`src/sv/itaf_pkg.sv`:
```
// Shared types, constants and helpers of the integer to ASCII formatter.
`default_nettype none

package itaf_pkg;

    // Format kinds carried on the input tuser.
    typedef logic [1:0] t_kind;
    localparam t_kind KIND_DEC  = 2'd0;
    localparam t_kind KIND_HEX2 = 2'd1;
    localparam t_kind KIND_HEX4 = 2'd2;
    localparam t_kind KIND_HEX8 = 2'd3;

    // Character codes.
    localparam logic [7:0] ASCII_ZERO     = 8'd48;
    localparam logic [7:0] HEX_ALPHA_BASE = 8'd55;
    localparam logic [7:0] ASCII_MINUS    = 8'h2D;

    // Divide by ten: q = (x * DEC_RECIP) >> RECIP_SHIFT, exact for 32-bit x.
    localparam logic [31:0] DEC_RECIP   = 32'hCCCC_CCCD;
    localparam int          RECIP_SHIFT = 35;
    localparam int          QUO_W       = 64 - RECIP_SHIFT;

    // Digit buffer: up to ten decimal digits or eight hex digits.
    localparam int NUM_NIBS  = 10;
    localparam int NIB_IDX_W = 4;
    typedef logic [NUM_NIBS-1:0][3:0] t_nibs;

    // Last hex digit index of each hex kind.
    localparam logic [NIB_IDX_W-1:0] HEX2_LAST = 4'd1;
    localparam logic [NIB_IDX_W-1:0] HEX4_LAST = 4'd3;
    localparam logic [NIB_IDX_W-1:0] HEX8_LAST = 4'd7;

    // One classified item, ready to print: digits least significant first.
    typedef struct packed {
        logic                 neg;
        logic [NIB_IDX_W-1:0] last_idx;
        t_nibs                nibs;
    } t_entry;

    // Queue between front and back.
    localparam int QUEUE_DEPTH = 2;
    localparam int QPTR_W      = 1;
    localparam int QCNT_W      = 2;

    typedef struct packed {
        logic full;
        logic empty;
    } t_q_status;

    // Front and back state machines.
    typedef enum logic [1:0] {
        FE_IDLE,
        FE_CONV,
        FE_PUSH
    } t_fe_state;

    typedef enum logic [1:0] {
        BE_IDLE,
        BE_SIGN,
        BE_DIGIT
    } t_be_state;

    // Map one digit value to its uppercase ASCII character.
    function automatic logic [7:0] nib_to_ascii(input logic [3:0] nib);
        logic [7:0] w_ext;
        w_ext = {4'b0000, nib};
        if (nib < 4'd10) begin
            return w_ext + ASCII_ZERO;
        end
        return w_ext + HEX_ALPHA_BASE;
    endfunction

endpackage

`default_nettype wire

```
`src/sv/itaf_front.sv`:
```
// Front end: accepts items, classifies them and converts decimal magnitudes to digits.
`default_nettype none

module itaf_front (
    input  wire logic                 i_clk,
    input  wire logic                 i_rst_n,
    input  wire logic                 i_valid,
    output logic                      o_ready,
    input  wire itaf_pkg::t_kind      i_kind,
    input  wire logic signed [31:0]   i_value,
    input  wire itaf_pkg::t_q_status  i_q_status,
    output logic                      o_push,
    output itaf_pkg::t_entry          o_entry
);

    itaf_pkg::t_fe_state r_state, n_state;
    logic [31:0]                    r_cur, n_cur;
    logic [31:0]                    r_prev, n_prev;
    logic                           r_pv, n_pv;
    logic [itaf_pkg::NIB_IDX_W-1:0] r_cnt, n_cnt;
    logic [itaf_pkg::NIB_IDX_W-1:0] r_last_idx, n_last_idx;
    logic                           r_neg, n_neg;
    itaf_pkg::t_nibs                r_nibs, n_nibs;

    logic [31:0]                    w_bits;
    logic [63:0]                    w_prod;
    logic [itaf_pkg::QUO_W-1:0]     w_quo;
    logic [3:0]                     w_digit;

    assign w_bits = i_value;

    // Reciprocal multiply gives the next quotient by ten.
    assign w_prod = r_cur * itaf_pkg::DEC_RECIP;
    assign w_quo  = w_prod[63:itaf_pkg::RECIP_SHIFT];

    // Remainder of the previous value: only the low four bits of prev - 10 * cur matter.
    assign w_digit = r_prev[3:0] - {r_cur[0], 3'b000} - {r_cur[2:0], 1'b0};

    assign o_ready = (r_state == itaf_pkg::FE_IDLE);
    assign o_push  = (r_state == itaf_pkg::FE_PUSH);
    assign o_entry = '{neg: r_neg, last_idx: r_last_idx, nibs: r_nibs};

    // State register.
    always_ff @(posedge i_clk) begin
        if (!i_rst_n) begin
            r_state <= itaf_pkg::FE_IDLE;
        end else begin
            r_state <= n_state;
        end
    end

    // Working registers.
    always_ff @(posedge i_clk) begin
        r_cur      <= n_cur;
        r_prev     <= n_prev;
        r_pv       <= n_pv;
        r_cnt      <= n_cnt;
        r_last_idx <= n_last_idx;
        r_neg      <= n_neg;
        r_nibs     <= n_nibs;
    end

    // Next state: classify on transfer, then one digit per cycle for decimal.
    always_comb begin
        n_state    = r_state;
        n_cur      = r_cur;
        n_prev     = r_prev;
        n_pv       = r_pv;
        n_cnt      = r_cnt;
        n_last_idx = r_last_idx;
        n_neg      = r_neg;
        n_nibs     = r_nibs;
        case (r_state)
            itaf_pkg::FE_IDLE: begin
                if (i_valid) begin
                    n_pv   = 1'b0;
                    n_cnt  = '0;
                    n_neg  = 1'b0;
                    n_nibs = {8'h00, w_bits};
                    case (i_kind)
                        itaf_pkg::KIND_DEC: begin
                            n_neg   = w_bits[31];
                            n_cur   = w_bits[31] ? (32'd0 - w_bits) : w_bits;
                            n_state = itaf_pkg::FE_CONV;
                        end
                        itaf_pkg::KIND_HEX2: begin
                            n_last_idx = itaf_pkg::HEX2_LAST;
                            n_state    = itaf_pkg::FE_PUSH;
                        end
                        itaf_pkg::KIND_HEX4: begin
                            n_last_idx = itaf_pkg::HEX4_LAST;
                            n_state    = itaf_pkg::FE_PUSH;
                        end
                        default: begin
                            n_last_idx = itaf_pkg::HEX8_LAST;
                            n_state    = itaf_pkg::FE_PUSH;
                        end
                    endcase
                end
            end
            itaf_pkg::FE_CONV: begin
                n_cur  = 32'(w_quo);
                n_prev = r_cur;
                n_pv   = 1'b1;
                if (r_pv) begin
                    n_nibs[r_cnt] = w_digit;
                    n_cnt         = r_cnt + 1'b1;
                    // The quotient reached zero: this was the leading digit.
                    if (r_cur == 32'd0) begin
                        n_last_idx = r_cnt;
                        n_state    = itaf_pkg::FE_PUSH;
                    end
                end
            end
            itaf_pkg::FE_PUSH: begin
                if (!i_q_status.full) begin
                    n_state = itaf_pkg::FE_IDLE;
                end
            end
            default: begin
                n_state = itaf_pkg::FE_IDLE;
            end
        endcase
    end

endmodule

`default_nettype wire

```
`src/sv/itaf_queue.sv`:
```
// Two-entry queue that decouples the front end from the character emitter.
`default_nettype none

module itaf_queue (
    input  wire logic                 i_clk,
    input  wire logic                 i_rst_n,
    input  wire logic                 i_push,
    input  wire itaf_pkg::t_entry     i_entry,
    input  wire logic                 i_pop,
    output itaf_pkg::t_entry          o_entry,
    output itaf_pkg::t_q_status       o_status
);

    itaf_pkg::t_entry               r_mem [itaf_pkg::QUEUE_DEPTH];
    logic [itaf_pkg::QPTR_W-1:0]    r_wp;
    logic [itaf_pkg::QPTR_W-1:0]    r_rp;
    logic [itaf_pkg::QCNT_W-1:0]    r_cnt;
    logic                           w_do_push;
    logic                           w_do_pop;

    assign o_status.full  = (r_cnt == itaf_pkg::QCNT_W'(itaf_pkg::QUEUE_DEPTH));
    assign o_status.empty = (r_cnt == '0);
    assign w_do_push      = i_push && !o_status.full;
    assign w_do_pop       = i_pop && !o_status.empty;
    assign o_entry        = r_mem[r_rp];

    // Pointers and fill count.
    always_ff @(posedge i_clk) begin
        if (!i_rst_n) begin
            r_wp  <= '0;
            r_rp  <= '0;
            r_cnt <= '0;
        end else begin
            if (w_do_push) begin
                r_wp <= r_wp + 1'b1;
            end
            if (w_do_pop) begin
                r_rp <= r_rp + 1'b1;
            end
            if (w_do_push && !w_do_pop) begin
                r_cnt <= r_cnt + 1'b1;
            end else if (w_do_pop && !w_do_push) begin
                r_cnt <= r_cnt - 1'b1;
            end
        end
    end

    // Entry storage.
    always_ff @(posedge i_clk) begin
        if (w_do_push) begin
            r_mem[r_wp] <= i_entry;
        end
    end

endmodule

`default_nettype wire

```
`src/sv/itaf_back.sv`:
```
// Back end: emits the characters of one queued item, most significant first.
`default_nettype none

module itaf_back (
    input  wire logic                 i_clk,
    input  wire logic                 i_rst_n,
    input  wire itaf_pkg::t_entry     i_entry,
    input  wire itaf_pkg::t_q_status  i_q_status,
    output logic                      o_pop,
    output logic                      o_valid,
    input  wire logic                 i_ready,
    output logic [7:0]                o_char,
    output logic                      o_last
);

    itaf_pkg::t_be_state            r_state, n_state;
    itaf_pkg::t_entry               r_ent, n_ent;
    logic [itaf_pkg::NIB_IDX_W-1:0] r_idx, n_idx;
    logic                           r_ovalid, n_ovalid;
    logic [7:0]                     r_ochar, n_ochar;
    logic                           r_olast, n_olast;
    logic                           w_load;

    // The output register may take a new character when empty or being drained.
    assign w_load  = !r_ovalid || i_ready;
    assign o_valid = r_ovalid;
    assign o_char  = r_ochar;
    assign o_last  = r_olast;

    // Control registers.
    always_ff @(posedge i_clk) begin
        if (!i_rst_n) begin
            r_state  <= itaf_pkg::BE_IDLE;
            r_ovalid <= 1'b0;
        end else begin
            r_state  <= n_state;
            r_ovalid <= n_ovalid;
        end
    end

    // Payload registers.
    always_ff @(posedge i_clk) begin
        r_ent   <= n_ent;
        r_idx   <= n_idx;
        r_ochar <= n_ochar;
        r_olast <= n_olast;
    end

    // Next state: take an entry, then one character per output transfer slot.
    always_comb begin
        n_state  = r_state;
        n_ent    = r_ent;
        n_idx    = r_idx;
        n_ochar  = r_ochar;
        n_olast  = r_olast;
        n_ovalid = r_ovalid && !i_ready;
        o_pop    = 1'b0;
        case (r_state)
            itaf_pkg::BE_IDLE: begin
                if (!i_q_status.empty) begin
                    o_pop   = 1'b1;
                    n_ent   = i_entry;
                    n_idx   = i_entry.last_idx;
                    n_state = i_entry.neg ? itaf_pkg::BE_SIGN : itaf_pkg::BE_DIGIT;
                end
            end
            itaf_pkg::BE_SIGN: begin
                if (w_load) begin
                    n_ovalid = 1'b1;
                    n_ochar  = itaf_pkg::ASCII_MINUS;
                    n_olast  = 1'b0;
                    n_state  = itaf_pkg::BE_DIGIT;
                end
            end
            itaf_pkg::BE_DIGIT: begin
                if (w_load) begin
                    n_ovalid = 1'b1;
                    n_ochar  = itaf_pkg::nib_to_ascii(r_ent.nibs[r_idx]);
                    n_olast  = (r_idx == '0);
                    if (r_idx == '0) begin
                        n_state = itaf_pkg::BE_IDLE;
                    end else begin
                        n_idx = r_idx - 1'b1;
                    end
                end
            end
            default: begin
                n_state = itaf_pkg::BE_IDLE;
            end
        endcase
    end

endmodule

`default_nettype wire

```
`src/sv/integer_to_ascii_formatter.sv`:
```
// Top level of the integer to ASCII formatter.
`default_nettype none

// Formats a 32-bit two's complement number as ASCII text, one character per
// output transfer, with tlast on the final character. tuser selects the format:
// decimal (a '-' for negative numbers, then the magnitude without leading zeros,
// the most negative number printing as -2147483648), or exactly 2, 4 or 8
// uppercase hex digits of the low bits. A front end takes an item and, for
// decimal, works out one digit per cycle with a divide-by-ten reciprocal
// multiplier; it takes no new item until it has pushed the current one into
// a two-entry queue. The queue feeds the emitter, which fetches an entry and
// then loads its characters one at a time into its output register, holding
// while the receiver stalls. The two sides overlap, so with an always-ready
// receiver a stream of ten-digit decimal numbers is limited by the front end's
// digit conversion, not by the emitter. Nothing needs clearing after reset.
module integer_to_ascii_formatter (
    input  wire logic               i_clk,
    input  wire logic               i_rst_n,
    input  wire logic               i_s_axis_tvalid,
    output logic                    o_s_axis_tready,
    input  wire logic signed [31:0] i_s_axis_tdata,   // [31:0] value
    input  wire logic [1:0]         i_s_axis_tuser,   // [1:0] kind
    output logic                    o_m_axis_tvalid,
    input  wire logic               i_m_axis_tready,
    output logic [7:0]              o_m_axis_tdata,   // [7:0] char_out
    output logic                    o_m_axis_tlast    // last
);

    logic                 w_push;
    logic                 w_pop;
    itaf_pkg::t_entry     w_push_entry;
    itaf_pkg::t_entry     w_head_entry;
    itaf_pkg::t_q_status  w_q_status;

    // Accept and classify items, convert decimal magnitudes.
    itaf_front u_front (
        .i_clk      (i_clk),
        .i_rst_n    (i_rst_n),
        .i_valid    (i_s_axis_tvalid),
        .o_ready    (o_s_axis_tready),
        .i_kind     (i_s_axis_tuser),
        .i_value    (i_s_axis_tdata),
        .i_q_status (w_q_status),
        .o_push     (w_push),
        .o_entry    (w_push_entry)
    );

    // Decoupling queue.
    itaf_queue u_queue (
        .i_clk    (i_clk),
        .i_rst_n  (i_rst_n),
        .i_push   (w_push),
        .i_entry  (w_push_entry),
        .i_pop    (w_pop),
        .o_entry  (w_head_entry),
        .o_status (w_q_status)
    );

    // Character emitter with its output register.
    itaf_back u_back (
        .i_clk      (i_clk),
        .i_rst_n    (i_rst_n),
        .i_entry    (w_head_entry),
        .i_q_status (w_q_status),
        .o_pop      (w_pop),
        .o_valid    (o_m_axis_tvalid),
        .i_ready    (i_m_axis_tready),
        .o_char     (o_m_axis_tdata),
        .o_last     (o_m_axis_tlast)
    );

endmodule

`default_nettype wire

```
`config.mk`:
```
export PLATFORM = sky130hd
export DESIGN_NAME = integer_to_ascii_formatter
export DESIGN_NICKNAME = d
export VERILOG_FILES = /design/src/sv/itaf_pkg.sv /design/src/sv/itaf_front.sv /design/src/sv/itaf_queue.sv /design/src/sv/itaf_back.sv /design/src/sv/integer_to_ascii_formatter.sv
export SDC_FILE = /design/constraint.sdc
export NUM_CORES = 1
export LEC_CHECK = 0
export BUFFER_PORTS_ARGS = -buffer_cell sky130_fd_sc_hd__buf_2
export CORE_ASPECT_RATIO = 0.8
export CORE_MARGIN = 5
export CORE_UTILIZATION = 35
export CTS_CLUSTER_DIAMETER = 80
export DETAILED_ROUTE_END_ITERATION = 10
export RECOVER_POWER = 100
export SLEW_MARGIN = 20
export SYNTH_ARGS = -nofsm -noshare
export SYNTH_HDL_FRONTEND = slang
export SYNTH_SLANG_ARGS = --single-unit
```
`constraint.sdc`:
```
create_clock -name i_clk -period 16.15 [get_ports i_clk]
set_input_delay 4.845 -clock i_clk [delete_from_list [all_inputs] [get_ports i_clk]]
set_output_delay 4.845 -clock i_clk [all_outputs]
set_load 0.02 [all_outputs]
```
After elaboration in Yosys (flattened, before gate mapping)
Memories as Yosys holds them, arrays and structs flattened. A register that Yosys moved wholly into a read port is not among the register bits.
Index checks and enable logic that the tools add are counted.
{"block": "totals", "ramBits": 90, "out_inout_bits": 11, "word_cells": 164, "register_bits": 148, "in_bits": 38, "mem_count": 1}
{"name": "u_queue.r_mem", "words": 2, "word_bits": 45, "read_ports": 1, "rd_clocked_by_memory_dff": 1, "wr": 1, "line_no": "itaf_queue.sv:14", "rtl": "itaf_pkg::t_entry r_mem [itaf_pkg::QUEUE_DEPTH];"}
{"block": "op_classes", "bitwise_logic": 1, "magnitude_cmp": 4, "mul": 1, "n_eq_ne": 18, "n_addsub": 11, "n_mux": 59, "reduce_logical": 34}
{"operator": "$mux W32", "count": 3}
{"operator": "$mux W40", "count": 2}
{"operator": "$pmux W40 S2", "count": 1}
{"operator": "$mul A32 B32 Y64 const B", "count": 1}
{"operator": "$pmux W32 S2", "count": 1}
{"operator": "$bwmux W40", "count": 1}
{"operator": "$mux W4", "count": 10}
{"operator": "$logic_not A32 Y1", "count": 1}
{"operator": "$mux W8", "count": 4}
{"operator": "$sub A1 B32 Y32 const A", "count": 1}
{"operator": "$mux W2", "count": 12}
{"operator": "$pmux W4 S2", "count": 3}
{"operator": "$bmux W4 S4", "count": 1}
{"operator": "$demux W4 S4", "count": 1}
{"operator": "$pmux W8 S2", "count": 1}
{"operator": "$add A4 B6 Y7 const B", "count": 2}
{"operator": "$mux W1", "count": 14}
{"operator": "$ne A2 B1 Y1 const B", "count": 6}
{"operator": "$pmux W2 S3", "count": 2}
{"operator": "$pmux W4 S3", "count": 1}
{"operator": "$reduce_and A4 Y1", "count": 3}
{"operator": "$lt A4 B5 Y1 const B", "count": 2}
{"operator": "$ne A2 B2 Y1 const B", "count": 5}
{"operator": "$reduce_and A3 Y1", "count": 3}
{"operator": "other kinds (21)", "count": 47}

Depth between registers and ports, before layout
{"block": "depth", "word_depth": 9, "ltp_mapped": 27, "depth_no_buf": 27}

Modules after synthesis
From an unflattened synthesis, not the netlist that was laid out.
{"block": "unflattened", "cells_unflattened": 2598, "hier_area_um2": 28000.6}
{"mod": "itaf_front", "cells_per_inst": 2271, "area_each_um2": 22091.2, "instances": 1, "seq_area_each_um2": 2622.5}
{"mod": "itaf_queue", "cells_per_inst": 165, "area_each_um2": 3478.3, "instances": 1, "seq_area_each_um2": 2802.7}
{"mod": "itaf_back", "cells_per_inst": 162, "area_each_um2": 2431.1, "instances": 1, "seq_area_each_um2": 1621.6}

Worst setup path before layout
OpenSTA, ideal clock, no wires.
{"block": "synth_path", "path_type": "reg2reg", "from": "register u_front.r_cur[9]", "to": "register u_front.r_cur[26] (data pin)", "slack_ps": 8951, "synth_period_minus_slack_ps": 7199, "path_buffers": 1, "t_arrival_ps": 6932, "path_stages_with_launch": 27, "setup_ps": 267, "required_ps": 15883, "path_cell_list": "edfxtp_1 ha_1 clkbuf_1 xor2_1 ha_1 a21o_1 fa_1 inv_1 fa_1 inv_1 fa_1 fa_1 fa_1 inv_1 fa_1 inv_1 ha_1 and4_1 nand3_1 a21o_1 a31o_2 or3_1 a21oi_1 nor2_1 o2111ai_1 nor4b_1 a211oi_1"}
{"block": "synth_between", "elab_chain_len": 2}
{"element": "start, declared", "line_no": "itaf_front.sv:17", "rtl": "logic [31:0] r_cur, n_cur;"}
{"element": "start signal, assigned", "line_no": "itaf_front.sv:54", "rtl": "r_cur <= n_cur;"}
{"element": "$mul A32 B32 Y64", "line_no": "itaf_front.sv:33", "rtl": "assign w_prod = r_cur * itaf_pkg::DEC_RECIP;"}
{"element": "$pmux W32 S2", "line_no": "itaf_front.sv:73", "rtl": "case (r_state)"}
{"element": "via u_front.n_cur[26]", "line_no": "itaf_front.sv:17"}
The timed path passes the listed nets, and every way through them passes these cells.
A chain may end at the register's enable or synchronous reset.

Worst setup path after layout
{"block": "layout_path", "from": "register u_front.r_cur[9]", "to": "register u_front.r_cur[17] (data pin)"}
The elaborated chain is that of the path after synthesis.

==> out/metrics.cfg <==
[sta]
setup_tns_ps = 0
final-hold-violation-count = 0
finalWorstPathRequiredPeriod_ps = 8820
hold_slack_ps = 450
setup_repair_after_global_routing_missed_its_margin = no
finalMaxSlewViolations = 359
timing.slew.headroom_pct = -199
maxClockFrequency_mhz = 113
timing.final.crit_share_pct = 54.6
finalSetupViolCount = 0
clock-skew-final_ps = 18.2
worstMarginPinSlew_ps = 4490

[setup_path]
timing.setup.critical_path_class = register to register
path_cells = ha_1 > inv_1 > fa_1 > inv_1 > fa_1 > inv_1 > fa_1 > inv_1 > fa_1 > fa_1 > fa_1 > inv_1 > fa_1 > inv_1 > ha_1 > a21oi_1 > nor2_1 > a211oi_1 > o21ai_0 > a211oi_1 > a21oi_1 > o211ai_1 > a21boi_0 > o31ai_1
critPathTopFamily = adder cells
worst_ep_arrival_time_ps = 9080
timing.critical_path.buf_inv = 6
timing.critical_path.from_type = register
worst-path-max-fanout = 7
standard_cell_with_the_maximum_stage_delay_on_the_critical_path = a211oi_1
critPathMaxStageDelay_ps = 850
timing.critical_path.mode_cell = fa_1
required_ps = 16410
worst_setup_end_kind = register

[detailed_routing]
ant_nets = 0
postRouteWirelength_mm = 74.7
drt-vias-per-instance = 4.91
wl_per_cell_um = 20.6
drt_pass1_iterations = 6
detail_route.iter0.violations = 1500
detail_route.drc_violations = 0
total_number_of_vias = 17807

[run]
drv.max_cap_violation_count = 7

[run_status]
status = complete, but fails checks
failed_checks = max-capacitance violations, max-slew violations

[floorplanning]
floorplan.die.width_um = 324
rows = 92
total_die_area_um2 = 84500
dieHeight_um = 261
num_io_pins = 49
core_um2 = 78400
start_util_pct = 35.2

[global_route]
overflow = 0
grt_pass1_vias = 18397
number_of_antenna_violations_at_the_first_check_in_global_routing = 1
grt_start_max_net_pins = 110
grt_pass1_wl_mm = 114
gr-usage-all-layers_pct = 17.9

[synthesis]
synth_instances = 2543
syn-num-nets = 3346
synth.cell_area_um2 = 27600
synthDistinctLibCells = 72
synth_top_flop_cell = edfxtp_1
sequential_element_share_of_the_synthesized_area_pct = 25.6
synth_edf_count = 228
post_synth.cell_area_avg_um2 = 10.8
share_of_flip_flops_with_an_asynchronous_set_or_reset_pct = 0
postSynthRegisterBits = 238
synth-warning-count = 0

[clocking]
cts_tree = yes
postCtsSetupRepairBufs = 0
maximum_buffer_depth_of_the_clock_tree = 3
htree_num_levels = 1
clock_latency_ps = 540
cts_hold_buf = 0
cts_resized = 0
clk_pin_slew_worst_paths_ps = 80
cts-buffers-inserted = 24
root_buffer = clkbuf_16
clk_sinks = 238

[place]
place.port_buffers = 47
dp_hpwl_mm = 63.0
post-place-cells = 3580
finalWeightedCongestion = 0.988

[min_path]
hold_class = register to register

[finish]
post_layout_nonfiller_instances = 3624
area_delta_synth_final_pct = 7.99
layout_net_count = 3375
antenna-diode-count = 0
final_layout_size_suffix_gt1_share_pct = 4.90

==> layout make-up <==
cell class                 instances  area [µm²]
fill                            7627       48600
multi-input combinational       1576       17800
sequential                       238        7050
inverter                         675        2530
tap                             1034        1290
clock buffer                      24         601
timing repair buffer              57         248
clock inverter                    20         241
==> cells in the mapped netlist (21+ instances only) <==
library cell / count / share of area, %
xnor2_1: 59 / 1.9
ha_1: 379 / 17
fa_1: 386 / 28
nand2_1: 128 / 1.7
nand4_1: 21 / 0.48
a21oi_1: 107 / 1.9
edfxtp_1: 228 / 25
o21ai_0: 63 / 1.1
nor2_1: 68 / 0.93
xor2_1: 56 / 1.8
inv_1: 673 / 9.2
mux2_2: 44 / 1.8
a21o_1: 40 / 1.1
o31ai_1: 34 / 0.93
clkbuf_1: 48 / 0.65
==> path summary, 6_finish.rpt <==
| check | start | to | slack [ps] | cells past startpoint |
|---|---|---|---|---|
| max | u_front.r_cur[9] | u_front.r_cur[17] | 7330 | 24 |
| min | u_front.o_entry[12] | u_queue.r_mem[0][12] | 450 | 0 |
| max reg2reg | u_front.r_cur[9] | u_front.r_cur[17] | 7330 | 24 |
| min reg2reg | u_front.o_entry[12] | u_queue.r_mem[0][12] | 450 | 0 |
==> per-layer routing <==
metal | vias up | GRT usage, % | part of all wire [%]
li1 | 8269 | - | -
met1 | 8835 | 26.6 | 47
met2 | 613 | 25.7 | 41
met3 | 86 | 6.35 | 10
met4 | 4 | 2.80 | 1.8
met5 | - | 0.570 | 0.11
==> stage by stage <==
stage / setup slack (ps) / utilization [%] / cell area [µm²]
after CTS: 7500 / 38.0 / 29800
after global placement: 7510 / 37.0 / 29000
after floorplan: 8950 / - / 27600
after global routing: 6940 / 38.0 / 29800
final: 7330 / 38.0 / 29800
after detailed placement: 7570 / 37.0 / 29000
==> logic make-up (layout without fill, tap and decap cells) <==
group | count (synthesis) | in the layout | share of synthesized area [%]
XOR/XNOR | 115 | 115 | 3.65
other | 1 | 1 | 0.0136
AND/OR/NAND/NOR | 314 | 314 | 5.50
adder cells (fa/ha/maj) | 765 | 765 | 45.2
AO/OA/AOI/OAI | 325 | 325 | 7.48
flip-flops | 238 | 238 | 25.6
multiplexers | 56 | 56 | 2.60
buffers and inverters | 729 | 776 | 9.95
==> registers in the layout, indices dropped and copies added (netlist names), named ones only <==
| name | cells |
|---|---|
| u_back.r_idx | 4 |
| u_front.r_last_idx | 4 |
| u_front.r_cur | 32 |
| u_queue.r_mem | 90 |
| u_back.o_valid | 1 |
| u_front.r_cnt | 4 |
| u_front.o_entry | 40 |
| u_queue.r_wp | 1 |
| u_queue.r_rp | 1 |
| u_front.r_prev | 4 |
| u_front.r_state | 2 |
| u_front.r_neg | 1 |
| u_back.r_state | 2 |
| u_back.o_last | 1 |
| u_back.o_char | 7 |
| u_front.r_pv | 1 |
| u_back.r_ent | 40 |
| u_queue.r_cnt | 2 |
==> cell usage in the layout, fill, tap and decap left out, types with 4 or more instances in the layout <==
cell / n
xor2_1: 54
and3_1: 4
buf_2: 24
o22ai_1: 4
and4_1: 6
nand4_1: 21
o41ai_1: 5
nand2_1: 128
a211oi_1: 13
clkbuf_1: 32
ha_1: 379
mux2_1: 7
fa_1: 386
o21a_1: 7
mux2i_1: 4
bufinv_16: 4
clkbuf_16: 24
clkinv_1: 6
o21ai_0: 65
nor2b_1: 10
o31ai_1: 34
a221oi_1: 7
a31oi_1: 5
nand3_1: 13
nor2_1: 68
a21oi_1: 107
a21o_1: 40
dfxtp_1: 10
mux4_2: 8
and2_1: 11
and2_0: 6
nand2b_1: 8
nor3_1: 13
edfxtp_1: 228
o211ai_1: 5
xnor2_1: 59
mux2_2: 37
o21bai_1: 7
inv_1: 673
Power is not shown: default switching activity piles up to over one toggle a cycle in this logic, so the estimate is an artifact.
